--- config.mk ---
export PLATFORM = sky130hd
export DESIGN_NAME = sumcs_ctrl
export DESIGN_NICKNAME = d
export VERILOG_FILES = /design/src/hw/rtl/sumcs_pkg.sv /design/src/hw/rtl/sumcs_ctrl.sv
export SDC_FILE = /design/constraint.sdc
export NUM_CORES = 1
export LEC_CHECK = 0
export ABC_AREA = 1
export BUFFER_PORTS_ARGS = -buffer_cell sky130_fd_sc_hd__buf_2
export CAP_MARGIN = 15
export CORE_AREA = 4 4 41 43
export CTS_BUF_LIST = sky130_fd_sc_hd__clkbuf_8
export DETAILED_ROUTE_END_ITERATION = 10
export DIE_AREA = 0 0 45 47
export PLACE_DENSITY = 0.63
export SYNTH_ARGS = -nofsm -noshare
export SYNTH_HDL_FRONTEND = slang
export SYNTH_SLANG_ARGS = --single-unit
--- constraint.sdc ---
create_clock -name clk_i -period 1.6 [get_ports clk_i]
set_clock_uncertainty 0.2 [all_clocks]
set_input_delay 0.32 -clock clk_i [delete_from_list [all_inputs] [get_ports clk_i]]
set_output_delay 0.32 -clock clk_i [all_outputs]
set_load 0.05 [all_outputs]
--- src/hw/rtl/sumcs_pkg.sv ---
`default_nettype none

package sumcs_pkg;

  localparam int WORD_W    = 32;
  localparam int NUM_REGS  = 8;
  localparam int REG_AW    = 3;
  localparam int S_TDATA_W = 48;
  localparam int M_TDATA_W = 24;
  localparam int NEXT_PC_W = 11;
  localparam int DIV_CNT_W = 5;

  typedef enum logic [2:0] {
    ST_RUN      = 3'd0,
    ST_HALT     = 3'd1,
    ST_DIV0     = 3'd2,
    ST_BAD      = 3'd3,
    ST_MAPFAIL  = 3'd4,
    ST_OVERFLOW = 3'd5
  } status_e;

  typedef enum logic [3:0] {
    OP_CMOV     = 4'd0,
    OP_LOAD     = 4'd1,
    OP_STORE    = 4'd2,
    OP_ADD      = 4'd3,
    OP_MUL      = 4'd4,
    OP_DIV      = 4'd5,
    OP_NAND     = 4'd6,
    OP_HALT     = 4'd7,
    OP_MAP      = 4'd8,
    OP_UNMAP    = 4'd9,
    OP_OUT      = 4'd10,
    OP_IN       = 4'd11,
    OP_LOADPROG = 4'd12,
    OP_LOADIMM  = 4'd13
  } op_e;

  typedef enum logic [3:0] {
    S_IDLE,
    S_START,
    S_RDBC,
    S_RDA,
    S_SEG,
    S_EXEC,
    S_LOAD,
    S_DIV,
    S_FILL,
    S_COPY,
    S_JUMP,
    S_DONE
  } state_e;

  typedef enum logic [3:0] {
    CMD_NONE,
    CMD_ACCEPT,
    CMD_START,
    CMD_RDBC,
    CMD_RDA,
    CMD_SEG,
    CMD_EXEC,
    CMD_LOAD,
    CMD_DIV,
    CMD_FILL,
    CMD_COPY,
    CMD_JUMP,
    CMD_EMIT
  } cmd_e;

  typedef enum logic [2:0] {
    NX_DONE,
    NX_LOAD,
    NX_DIV,
    NX_FILL,
    NX_COPY,
    NX_JUMP
  } nx_e;

  typedef struct packed {
    logic start_run;
    nx_e  exec_next;
    logic loop_last;
    logic div_last;
    logic out_free;
  } dp_stat_t;

endpackage

`default_nettype wire

--- src/hw/rtl/sumcs_ctrl.sv ---
`default_nettype none

module sumcs_ctrl (
  input  logic                clk_i,
  input  logic                rst_ni,
  input  logic                in_valid_i,
  output logic                in_ready_o,
  input  sumcs_pkg::dp_stat_t stat_i,
  output sumcs_pkg::cmd_e     cmd_o
);

  sumcs_pkg::state_e state_q, state_d;

  always_ff @(posedge clk_i or negedge rst_ni) begin
    if (!rst_ni) begin
      state_q <= sumcs_pkg::S_IDLE;
    end else begin
      state_q <= state_d;
    end
  end

  always_comb begin
    state_d    = state_q;
    cmd_o      = sumcs_pkg::CMD_NONE;
    in_ready_o = 1'b0;
    case (state_q)
      sumcs_pkg::S_IDLE: begin
        in_ready_o = 1'b1;
        if (in_valid_i) begin
          cmd_o   = sumcs_pkg::CMD_ACCEPT;
          state_d = sumcs_pkg::S_START;
        end
      end
      sumcs_pkg::S_START: begin
        cmd_o   = sumcs_pkg::CMD_START;
        state_d = stat_i.start_run ? sumcs_pkg::S_RDBC : sumcs_pkg::S_DONE;
      end
      sumcs_pkg::S_RDBC: begin
        cmd_o   = sumcs_pkg::CMD_RDBC;
        state_d = sumcs_pkg::S_RDA;
      end
      sumcs_pkg::S_RDA: begin
        cmd_o   = sumcs_pkg::CMD_RDA;
        state_d = sumcs_pkg::S_SEG;
      end
      sumcs_pkg::S_SEG: begin
        cmd_o   = sumcs_pkg::CMD_SEG;
        state_d = sumcs_pkg::S_EXEC;
      end
      sumcs_pkg::S_EXEC: begin
        cmd_o = sumcs_pkg::CMD_EXEC;
        case (stat_i.exec_next)
          sumcs_pkg::NX_LOAD: state_d = sumcs_pkg::S_LOAD;
          sumcs_pkg::NX_DIV:  state_d = sumcs_pkg::S_DIV;
          sumcs_pkg::NX_FILL: state_d = sumcs_pkg::S_FILL;
          sumcs_pkg::NX_COPY: state_d = sumcs_pkg::S_COPY;
          sumcs_pkg::NX_JUMP: state_d = sumcs_pkg::S_JUMP;
          default:            state_d = sumcs_pkg::S_DONE;
        endcase
      end
      sumcs_pkg::S_LOAD: begin
        cmd_o   = sumcs_pkg::CMD_LOAD;
        state_d = sumcs_pkg::S_DONE;
      end
      sumcs_pkg::S_DIV: begin
        cmd_o = sumcs_pkg::CMD_DIV;
        if (stat_i.div_last) begin
          state_d = sumcs_pkg::S_DONE;
        end
      end
      sumcs_pkg::S_FILL: begin
        cmd_o = sumcs_pkg::CMD_FILL;
        if (stat_i.loop_last) begin
          state_d = sumcs_pkg::S_DONE;
        end
      end
      sumcs_pkg::S_COPY: begin
        cmd_o = sumcs_pkg::CMD_COPY;
        if (stat_i.loop_last) begin
          state_d = sumcs_pkg::S_JUMP;
        end
      end
      sumcs_pkg::S_JUMP: begin
        cmd_o   = sumcs_pkg::CMD_JUMP;
        state_d = sumcs_pkg::S_DONE;
      end
      sumcs_pkg::S_DONE: begin
        if (stat_i.out_free) begin
          cmd_o   = sumcs_pkg::CMD_EMIT;
          state_d = sumcs_pkg::S_IDLE;
        end
      end
      default: begin
        state_d = sumcs_pkg::S_IDLE;
      end
    endcase
  end

endmodule

`default_nettype wire

# Word-level counts from Yosys, hierarchy flattened
# Index checks and enable logic that the tools add are counted.
# op_classes
n_reduce_logical	3
n_eq_ne	21
n_mux	12
# op_table
operator	n
4-bit one-hot mux with 12 select lines	1
4-bit one-hot mux with 11 select lines	1
4-bit two-way mux	7
4-bit one-hot mux with 5 select lines	1
4-bit by 3-bit == test with 1-bit output (second input constant)	4
4-bit == test (second input constant)	4
2-bit != test (second input constant)	5
4-bit by 2-bit == test with 1-bit output (second input constant)	2
3-bit by 2-bit == test with 1-bit output (second input constant)	2
3-bit == test (second input constant)	2
5-bit AND reduction	1
4-bit by 1-bit == test with 1-bit output (second input constant)	1
4-bit zero test	1
3-bit by 1-bit == test with 1-bit output (second input constant)	1
1-bit two-way mux	2
2-bit OR reduction	1
# totals
regBits	4
word_cells	37
output_inout_bits	5
inputBits	10

# Logic depth before layout (Yosys ltp)
# Gate-level depths: netlist of run 1.
# depth
ltp_word	3
depth_mapped	8
ltp_nobuf	8

# Least setup slack after synthesis of run 1
# No wires, ideal clock.
# synth_path
path_type	flip-flop to output port
start	register state_q[3]
end	output cmd_o[3]
path_buffers	0
setup_slack_ps	-611
t_required_ps	1080
t_arrival_ps	1691
path_stages_with_launch	4
path_cell_list	dfrtp_1 > inv_1 > nand2_1 > o21ai_0
# synth_via
elab_chain_cells	2
word_cells_on_any_way	13
cone_classes	eq/ne (11); mux (1); reduce/logical (1)
# synth_rtl
element	line	rtl
start: declaration	sumcs_ctrl.sv:12	sumcs_pkg::state_e state_q, state_d;
start signal: assignment	sumcs_ctrl.sv:16	state_q <= sumcs_pkg::S_IDLE;
start signal: assignment	sumcs_ctrl.sv:18	state_q <= state_d;
4-bit == test (tied with other cells)	sumcs_ctrl.sv:26	case (state_q)
4-bit one-hot mux with 12 select lines (*)	sumcs_ctrl.sv:26	
end: declaration	sumcs_ctrl.sv:9	output sumcs_pkg::cmd_e cmd_o
# Every way passes the cells marked *; elsewhere a longest branch is shown, timed or not.

# Final worst setup path of run 1
# layout_path
start	register state_q[2]
end	output cmd_o[0]
# The elaborated chain is that of the path after synthesis.

==> results of run 1 <==
[per-layer routing]
layer | track usage (%) | vias to the layer above
met3 | 6.130 | 0
met4 | 2.924 | 0
li1 | - | 357
met5 | 0 | -
met1 | 18.04 | 291
met2 | 34.18 | 14
[how the worst max path moves through the flow]
| stage | start | end | slack [ns] | depth (start not counted) |
|---|---|---|---|---|
| final | state_q[2] | cmd_o[0] | -0.19 | 5 |
| after global routing | state_q[2] | cmd_o[2] | -0.24 | 6 |
| after CTS | state_q[2] | cmd_o[0] | -0.19 | 6 |
| after detailed placement | state_q[3] | cmd_o[2] | -0.08 | 4 |
| after global placement | state_q[3] | cmd_o[2] | -0.06 | 4 |
| after floorplan | state_q[1] | cmd_o[1] | -0.03 | 4 |
[what timing repair did]
action                                  CTS  global route
endpoints found under the setup margin    6             8
pin swaps                                 4             7
gates resized for setup                  20             7
hold endpoints to repair                  4             0
setup buffers                             3             4
hold buffers                              1             0
[power groups by stage]
| stage | clock, mW | sequential (mW) | combinational (mW) |
|---|---|---|---|
| 6_report | 0.208 | 0.217 | 1.77 |
| 5_1_grt | 0.226 | 0.223 | 1.90 |
| 3_5_place_dp | 0 | 0.209 | 1.40 |
| 3_3_place_gp | 0 | 0.207 | 1.39 |
| 2_1_floorplan | 0 | 0.212 | 0.887 |
| 4_1_cts | 0.217 | 0.219 | 1.62 |
[area by class of cell]
class	count	area, um2	area share (%)
inverters	16	65.06	6.989
clock buffers	3	41.29	4.435
multi-input cells	64	396.6	42.61
repair buffers	40	306.5	32.93
flip-flops and latches	4	102.6	11.02
well taps	15	18.77	2.016
[metrics by stage]
step	setup TNS [ns]	cells	hold WS (ns)	util [%]
5_1_grt	-1.145	142	0.2431	71.54
3_3_place_gp	-0.05654	131	-0.07442	57.60
4_1_cts	-0.6107	138	0.2361	67.50
6_report	-0.7192	142	0.2396	71.54
3_5_place_dp	-0.09230	131	-0.07312	57.60
2_1_floorplan	-0.06370	84	-0.1756	-
[Yosys cell counts (all sizes together)]
master	number
o211ai	1
ha	1
dfrtp	4
nand2	30
nand3b	1
o21ai	8
nand3	8
inv	16
o2111ai	1
or2	1
a21oi	3
o221ai	1
nor2	9
[critical path, cell delays in order, from the launching register on]
cell and delay, ns:
sky130_fd_sc_hd__dfrtp_2 0.43, sky130_fd_sc_hd__buf_6 0.13, sky130_fd_sc_hd__nor2_4 0.14, sky130_fd_sc_hd__o211ai_1 0.11, sky130_fd_sc_hd__nand2_1 0.08, sky130_fd_sc_hd__buf_6 0.15
[kinds of logic (layout without fill, tap and decap cells)]
| group | after synthesis | count (layout) | synth area share (%) |
|---|---|---|---|
| flip-flops | 4 | 4 | 20.51 |
| AND/OR/NAND/NOR | 49 | 49 | 44.62 |
| adder cells (fa/ha/maj) | 1 | 1 | 2.564 |
| buffers and inverters | 16 | 59 | 12.82 |
| AO/OA/AOI/OAI | 14 | 14 | 19.49 |
==> results by group, run 1 <==
Critical path
  • CP Data Required Time: 1.08 ns
  • Worst reg2reg endpoint: state_q[1]
  • Reg2Reg Launch Point: state_q[2]
  • Worst endpoint data arrival time: 1.27 ns
  • Setup slack of the most critical reg-to-reg path: 0.01 ns
  • Maximum net fanout on the critical path: 4
  • Type of origin of the critical path: register
  • Critical Path Sink Type: output pin
  • Logic depth of the worst register-to-register path: 9
  • Critical path class: reg2out

Placement
  • Total of buffers placed on input and output ports: 14
  • Gp weighted congestion: 0.8497
  • Half-perimeter wire length of the detailed placement result: 1227 um
  • Dpl cell area: 749.5 um2
  • Worst slack after detailed placement: -0.07605 ns

Floorplanning
  • Effective utilization at floorplan: 37.50%
  • Core region area: 0.001301 mm2
  • Ports: 15
  • Die area: 0.002115 mm2
  • Die Width: 45 um
  • Die Span Y: 47 um
  • Site Rows: 13

Drt
  • Final routed wire length divided by cell count: 11.82 um
  • Count of nets left with antenna violations after detail routing: 0
  • Routed length on met3: 65 um
  • Highest Signal Layer: met3
  • Detailed-route wire length: 1679 um
  • Number of vias in the routed layout: 662
  • Residual DRC: 0
  • Met2 Wirelength: 928 um
  • Routed vias/inst: 4.662
  • Metal1 wirelength: 685 um
  • Initial detailed-routing violation count: 4
  • Number of detailed-route iterations in the first pass: 4

STA
  • Hold violation count in the final report: 0
  • Headroom to the max-slew limit: 85.39%
  • Final cycle utilization of the critical path: 111.9%
  • Pins over their slew limit: 0
  • Final critical delay including setup and external delays: 1.790 ns
  • Fmax achieved: 0.5585 GHz
  • Setup repair after global routing missed its margin: yes
  • Slew of the pin with the lowest slew margin: 0.2169 ns
  • Post-route setup slack: -0.1904 ns
  • Final number of setup-violating endpoints: 5

GRT
  • Global-route wire length before repair: 2622 um
  • GR Overflow Total: 0
  • Antenna violations before repair: 0
  • Vias in the first global route: 646
  • Pin count of the biggest net entering global routing: 6
  • Tot GR Track Use: 17.48%

Status
  • Outcome: finished with violations
  • Violations in the final reports: setup timing

Cells and area
  • Number of flip-flops under the largest register name: 4
  • Post-layout net count: 140
  • Most common library cell in the layout ignoring fill and taps: sky130_fd_sc_hd__buf_4
  • Area added between synthesis and finish: 90.77%
  • Layout cell share with drive strength beyond 1: 52.76%
  • Antenna Cells: 0
  • Post-route design area: 930.9 um2
  • Register with the most flip-flops: state_q
  • Largest regs: state_q: 4 flops
  • Commonest cells after routing, fill and taps aside: 24 x sky130_fd_sc_hd__buf_4, 22 x sky130_fd_sc_hd__nand2_1, 12 x sky130_fd_sc_hd__inv_1
  • Filler Cell Count: 104

Synth
  • Share of the yosys chip area belonging to registers: 20.51%
  • Leading cell types by total area after synthesis: sky130_fd_sc_hd__nand2_1 21%, sky130_fd_sc_hd__dfrtp_1 21%, sky130_fd_sc_hd__inv_1 11%
  • Biggest area consumer among synthesized cells: sky130_fd_sc_hd__nand2_1
  • Cell count after synthesis: 84
  • Area share of the largest cell type after synthesis: 20.77%
  • Post-synth net total: 95
  • Number of storage elements in the synthesis netlist: 4
  • Synth warnings: 0
  • Count of cell types in the netlist: 20
  • Cell area after synthesis: 488.0 um2
  • Syn Area/Cell: 5.809 um2

Clock tree
  • Number of buffers on the longest clock path: 2
  • Clock transition at the register clock pins on the worst setup and hold paths after CTS: 0.03 ns
  • Master cell of the clock root buffer: sky130_fd_sc_hd__clkbuf_8
  • Number of CTS-inserted buffers: 3
  • Num Clock Sinks: 4
  • H-tree depth: 1
  • Clock insertion delay at the later pin of the skew report: 0.22 ns
  • Clock tree from TritonCTS: done

Min path
  • Type of the worst min-delay path: in2async

Pwr
  • Fraction of power spent switching nets: 49.91%
  • Clock group share of total power: 9.5%
  • Peak ir drop on the vdd network: 0.001089 V
  • Net Sw Power: 1.094 mW
  • Sequential share of power: 9.9%
  • Power Internal: 1.098 mW
  • Share of power burned in combinational logic: 80.6%
  • Leakage power figure: 0.4936 nW
  • Total power per unit cell area: 2356 mW/mm2
  • Power consumption: 2.193 mW

Flow run
  • Max-cap violations: 0
Power figures use the tool's default switching activity.
==> inputs of run 2 (changes only) <==
- BUFFER_PORTS_ARGS: -buffer_cell sky130_fd_sc_hd__buf_2 -> -buffer_cell sky130_fd_sc_hd__buf_4
==> results by group, run 2 (synthesis gave the netlist of run 1 again) <==
Critical path
  • Type of origin of the critical path: register (unchanged)
  • Critical Path Sink Type: output pin (unchanged)
  • Worst endpoint data arrival time: 1.28 ns (was 1.27 ns)
  • Setup slack of the most critical reg-to-reg path: 0.04 ns (was 0.01 ns)
  • CP Data Required Time: 1.08 ns (about the same)
  • Maximum net fanout on the critical path: 4 (unchanged)
  • Critical path class: reg2out (unchanged)

Drt
  • Number of detailed-route iterations in the first pass: 4 (unchanged)
  • Initial detailed-routing violation count: 8 (was 4)
  • Count of nets left with antenna violations after detail routing: 0 (unchanged)
  • Routed vias/inst: 4.748 (was 4.662)
  • Detailed-route wire length: 1500 um (was 1679 um)
  • Number of vias in the routed layout: 641 (was 662)
  • Final routed wire length divided by cell count: 11.11 um (was 11.82 um)
  • Residual DRC: 0 (unchanged)

GRT
  • Vias in the first global route: 613 (was 646)
  • Antenna violations before repair: 0 (unchanged)
  • Pin count of the biggest net entering global routing: 6 (unchanged)
  • GR Overflow Total: 0 (unchanged)
  • Global-route wire length before repair: 2490 um (was 2622 um)
  • Highest-utilization routing layer at the global route stage: met2 (unchanged)
  • Tot GR Track Use: 16.80% (was 17.48%)
  • GR met2 Demand/Resource: 30.23% (was 34.18%)
  • Met1 routing resource usage after global routing: 19.27% (was 18.04%)
  • Routing usage on met3: 4.598% (was 6.130%)

STA
  • Headroom to the max-slew limit: 86.61% (was 85.39%)
  • Final number of setup-violating endpoints: 5 (unchanged)
  • Final critical delay including setup and external delays: 1.805 ns (was 1.790 ns)
  • Final cycle utilization of the critical path: 112.8% (was 111.9%)
  • Setup repair after global routing missed its margin: yes (unchanged)
  • Hold violation count in the final report: 0 (unchanged)
  • Pins over their slew limit: 0 (unchanged)
  • Fmax achieved: 0.5541 GHz (was 0.5585 GHz)
  • Setup Total Neg Slack: -0.6266 ns (was -0.7192 ns)
  • Post-route setup slack: -0.2049 ns (was -0.1904 ns)
  • Slew of the pin with the lowest slew margin: 0.1987 ns (was 0.2169 ns)

Floorplanning
  • Ports: 15 (unchanged)
  • Die Width: 45 um (unchanged)
  • Core region area: 0.001301 mm2 (unchanged)
  • Effective utilization at floorplan: 37.50% (unchanged)
  • Site Rows: 13 (unchanged)
  • Die area: 0.002115 mm2 (unchanged)
  • Die Span Y: 47 um (unchanged)

Pwr
  • Power Internal: 0.9939 mW (was 1.098 mW)
  • Clock group share of total power: 10.8% (was 9.5%)
  • Peak ir drop on the vdd network: 0.001020 V (was 0.001089 V)
  • Total power per unit cell area: 2268 mW/mm2 (was 2356 mW/mm2)
  • Leakage power figure: 0.4612 nW (was 0.4936 nW)
  • Share of power burned in combinational logic: 78.4% (was 80.6%)
  • Net Sw Power: 1.035 mW (was 1.094 mW)
  • Sequential share of power: 10.8% (was 9.9%)
  • Fraction of power spent switching nets: 51.02% (was 49.91%)

Cells and area
  • Antenna Cells: 0 (unchanged)
  • Number of flip-flops under the largest register name: 4 (unchanged)
  • Register with the most flip-flops: state_q (unchanged)
  • Post-route design area: 894.6 um2 (was 930.9 um2)
  • Core utilization of the finished layout: 68.75% (was 71.54%)
  • Area added between synthesis and finish: 83.33% (was 90.77%)
  • Post-layout net count: 133 (was 140)
  • Largest regs: state_q: 4 flops (unchanged)
  • Commonest cells after routing, fill and taps aside: 26 x sky130_fd_sc_hd__buf_4, 23 x sky130_fd_sc_hd__nand2_1, 13 x sky130_fd_sc_hd__inv_1 (was 24 x sky130_fd_sc_hd__buf_4, 22 x sky130_fd_sc_hd__nand2_1, 12 x sky130_fd_sc_hd__inv_1)
  • Layout cell share with drive strength beyond 1: 48.33% (was 52.76%)
  • Most common library cell in the layout ignoring fill and taps: sky130_fd_sc_hd__buf_4 (unchanged)

Flow run
  • Max-cap violations: 0 (unchanged)

Clock tree
  • Number of CTS-inserted buffers: 3 (unchanged)
  • H-tree depth: 1 (unchanged)
  • Master cell of the clock root buffer: sky130_fd_sc_hd__clkbuf_8 (unchanged)
  • Number of buffers on the longest clock path: 2 (unchanged)
  • Clock transition at the register clock pins on the worst setup and hold paths after CTS: 0.04 ns (was 0.03 ns)
  • Num Clock Sinks: 4 (unchanged)
  • Clock tree from TritonCTS: done (unchanged)
  • Clock insertion delay at the later pin of the skew report: 0.23 ns (was 0.22 ns)

Placement
  • Gp weighted congestion: 0.8806 (was 0.8497)
  • Half-perimeter wire length of the detailed placement result: 1193 um (was 1227 um)
  • Worst slack after detailed placement: -0.01714 ns (was -0.07605 ns)
  • Total of buffers placed on input and output ports: 14 (unchanged)
  • Dpl cell area: 754.5 um2 (was 749.5 um2)

Min path
  • Type of the worst min-delay path: in2async (unchanged)

Status
  • Outcome: finished with violations (unchanged)
  • Violations in the final reports: setup timing (unchanged)
run 2: power groups by stage:
stage,Clock (mW),Combinational [mW],Sequential [mW]
after detailed placement,0,1.40,0.208
after global placement,0,1.40,0.205
after global routing,0.231,1.73,0.226
after floorplan,0,0.887,0.212
final,0.219,1.59,0.219
after CTS,0.225,1.50,0.208
run 2: area by class of cell:
cell class | count | area, um2
Fill cell | 111 | 406.6
Inverter | 16 | 62.56
Tap cell | 15 | 18.77
Sequential cell | 4 | 102.6
Clock buffer | 3 | 41.29
Timing Repair Buffer | 33 | 272.8
Multi-Input combinational cell | 64 | 396.6
run 2: worst max-delay path, stage by stage (launching register included):
cell and delay [ns]:
sky130_fd_sc_hd__dfrtp_2 0.43, sky130_fd_sc_hd__inv_2 0.10, sky130_fd_sc_hd__nand2_2 0.06, sky130_fd_sc_hd__inv_2 0.08, sky130_fd_sc_hd__nand2_2 0.07, sky130_fd_sc_hd__o221ai_4 0.13, sky130_fd_sc_hd__buf_6 0.18
run 2: repair_timing:
| action | in CTS | in global routing |
|---|---|---|
| endpoints found under the hold margin | 4 | 0 |
| buffers inserted | 1 | 4 |
| resized for setup | 7 | 10 |
| endpoints found under the setup margin | 5 | 8 |
| pin swaps | 2 | 2 |
| gates cloned | 0 | 0 |
| hold buffers | 1 | 0 |
run 2: worst paths after layout:
path                       startpoint          to  depth (start not counted)
hold reg to reg            state_q[0]  state_q[0]                          3
min in group clk_i          stat_i[0]  state_q[1]                          4
setup / recovery           state_q[2]    cmd_o[2]                          6
max in group asynchronous      rst_ni  state_q[2]                          2
hold / removal                 rst_ni  state_q[3]                          2
setup reg to reg           state_q[3]  state_q[1]                          8
run 2: routing by layer:
metal / vias up / part of all wire [%]
met4: 0 / 2.7
met5: - / 0
li1: 343 / -
met1: 273 / 41
met3: 6 / 5.9
met2: 19 / 50
run 2: metrics by stage:
step | power, mW | instances | hold WS (ns)
6_report | 2.029 | 135 | 0.2520
5_1_grt | 2.187 | 135 | 0.2724
4_1_cts | 1.931 | 132 | 0.2350
3_5_place_dp | 1.606 | 127 | -0.08219
3_3_place_gp | 1.601 | 127 | -0.08363
2_1_floorplan | 1.099 | 84 | -0.1756
==> inputs of run 3 (changes only) <==
- RECOVER_POWER: unset -> 50
==> results by group, run 3 (synthesis gave the netlist of run 1 again) <==
Cells and area
  • Antenna Cells: 0 (unchanged)
  • Number of flip-flops under the largest register name: 4 (unchanged)
  • Multi-input gate area in the final layout: 396.6 um2 (unchanged)
  • Core utilization of the finished layout: 68.46% (was 68.75%)
  • Storage cell area: 102.6 um2 (unchanged)
  • Register with the most flip-flops: state_q (unchanged)
  • Post-layout net count: 133 (unchanged)
  • Filler Cell Count: 113 (was 111)
  • Most common library cell in the layout ignoring fill and taps: sky130_fd_sc_hd__buf_4 (unchanged)
  • Commonest cells after routing, fill and taps aside: 25 x sky130_fd_sc_hd__buf_4, 23 x sky130_fd_sc_hd__nand2_1, 13 x sky130_fd_sc_hd__inv_1 (was 26 x sky130_fd_sc_hd__buf_4, 23 x sky130_fd_sc_hd__nand2_1, 13 x sky130_fd_sc_hd__inv_1)
  • Post-route design area: 890.9 um2 (was 894.6 um2)
  • Area added between synthesis and finish: 82.56% (was 83.33%)
  • Layout cell share with drive strength beyond 1: 47.50% (was 48.33%)
  • Largest regs: state_q: 4 flops (unchanged)

Critical path
  • Worst endpoint data arrival time: 1.29 ns (was 1.28 ns)
  • Maximum net fanout on the critical path: 4 (unchanged)
  • Type of origin of the critical path: register (unchanged)
  • Critical path class: reg2out (unchanged)
  • CP Data Required Time: 1.08 ns (about the same)
  • Critical Path Sink Type: output pin (unchanged)

Placement
  • Dpl cell area: 754.5 um2 (unchanged)
  • Gp weighted congestion: 0.8806 (unchanged)
  • Half-perimeter wire length of the detailed placement result: 1193 um (unchanged)
  • Total of buffers placed on input and output ports: 14 (unchanged)

Status
  • Violations in the final reports: setup timing (unchanged)
  • Outcome: finished with violations (unchanged)

STA
  • Setup repair after global routing missed its margin: yes (unchanged)
  • Final critical delay including setup and external delays: 1.805 ns (about the same)
  • Fmax achieved: 0.5539 GHz (was 0.5541 GHz)
  • Slew of the pin with the lowest slew margin: 0.1990 ns (was 0.1987 ns)
  • Post-route setup slack: -0.2053 ns (was -0.2049 ns)
  • Pins over their slew limit: 0 (unchanged)
  • Headroom to the max-slew limit: 86.60% (was 86.61%)
  • Final cycle utilization of the critical path: 112.8% (about the same)
  • Setup Total Neg Slack: -0.6283 ns (was -0.6266 ns)
  • Post-route worst hold slack: 0.2523 ns (was 0.2520 ns)
  • Final number of setup-violating endpoints: 5 (unchanged)
  • Hold violation count in the final report: 0 (unchanged)

Clock tree
  • Clock tree from TritonCTS: done (unchanged)
  • Number of CTS-inserted buffers: 3 (unchanged)
  • Num Clock Sinks: 4 (unchanged)
  • Clock insertion delay at the later pin of the skew report: 0.23 ns (about the same)
  • Clock transition at the register clock pins on the worst setup and hold paths after CTS: 0.04 ns (about the same)
  • Number of buffers on the longest clock path: 2 (unchanged)
  • Master cell of the clock root buffer: sky130_fd_sc_hd__clkbuf_8 (unchanged)
  • H-tree depth: 1 (unchanged)

Pwr
  • Leakage power figure: 0.4576 nW (was 0.4612 nW)
  • Peak ir drop on the vdd network: 0.001021 V (was 0.001020 V)
  • Power consumption: 2.028 mW (was 2.029 mW)
  • Total power per unit cell area: 2277 mW/mm2 (was 2268 mW/mm2)

Flow run
  • Max-cap violations: 0 (unchanged)

Floorplanning
  • Effective utilization at floorplan: 37.50% (unchanged)
  • Ports: 15 (unchanged)
  • Die area: 0.002115 mm2 (unchanged)
  • Core region area: 0.001301 mm2 (unchanged)
  • Die Width: 45 um (unchanged)
  • Die Span Y: 47 um (unchanged)
  • Site Rows: 13 (unchanged)

Drt
  • Residual DRC: 0 (unchanged)
  • Initial detailed-routing violation count: 8 (unchanged)
  • Number of vias in the routed layout: 643 (was 641)
  • Final routed wire length divided by cell count: 11.10 um (was 11.11 um)
  • Detailed-route wire length: 1499 um (was 1500 um)
  • Count of nets left with antenna violations after detail routing: 0 (unchanged)
  • Number of detailed-route iterations in the first pass: 4 (unchanged)
  • Routed vias/inst: 4.763 (was 4.748)

GRT
  • Pin count of the biggest net entering global routing: 6 (unchanged)
  • Global-route wire length before repair: 2490 um (unchanged)
  • Vias in the first global route: 613 (unchanged)
  • GR Overflow Total: 0 (unchanged)
  • Antenna violations before repair: 0 (unchanged)
  • Tot GR Track Use: 16.80% (unchanged)

Min path
  • Type of the worst min-delay path: in2reg (was in2async)
[run 3: layout make-up]
type / instances / share of cell area, %
clock buffers: 3 / 4.635
inverters: 16 / 7.022
multi-input cells: 64 / 44.52
flip-flops and latches: 4 / 11.52
well taps: 15 / 2.107
repair buffers: 33 / 30.20
[run 3: where the power goes]
part	internal (mW)	total, mW	switching [mW]
combinational	0.676	1.59	0.913
clock	0.161	0.220	0.0590
sequential	0.156	0.219	0.0633
total	0.993	2.03	1.04
[run 3: metrics by stage]
stage               cells  setup slack [ns]
floorplan              84          -0.03290
finish                135           -0.2053
detailed placement    127          -0.01714
global placement      127          0.009407
global route          135           -0.2791
CTS                   132           -0.1943
[run 3: timing repair]
item	CTS	global route
pin swaps	2	2
endpoints found under the hold margin	4	0
hold buffers	1	0
setup endpoints to repair	5	8
buffers inserted	1	4
gates resized for setup	7	10
[run 3: worst max-delay path, cell delays in order (launching register included)]
cell and delay [ns]:
sky130_fd_sc_hd__dfrtp_2 0.43, sky130_fd_sc_hd__inv_2 0.10, sky130_fd_sc_hd__nand2_2 0.06, sky130_fd_sc_hd__inv_2 0.08, sky130_fd_sc_hd__nand2_2 0.07, sky130_fd_sc_hd__o221ai_4 0.13
sky130_fd_sc_hd__buf_6 0.18
[run 3: metal layers]
layer / share of wire, % / GRT usage (%) / wire length (um)
met2: 50 / 30.23 / 749
met4: 2.7 / 5.263 / 40
met5: 0 / 0 / 0
met1: 41 / 19.27 / 621
met3: 5.8 / 4.598 / 87
[run 3: final timing paths]
kind                                 start          to  slack [ns]  cells past startpoint
max in group asynchronous           rst_ni  state_q[2]        0.73                      2
worst min register to register  state_q[0]  state_q[0]        0.47                      3
worst max register to register  state_q[3]  state_q[1]        0.04                      8
worst min-delay path             stat_i[0]  state_q[1]        0.25                      4
min in group asynchronous           rst_ni  state_q[3]        0.28                      2
worst max-delay path            state_q[2]    cmd_o[2]       -0.21                      6
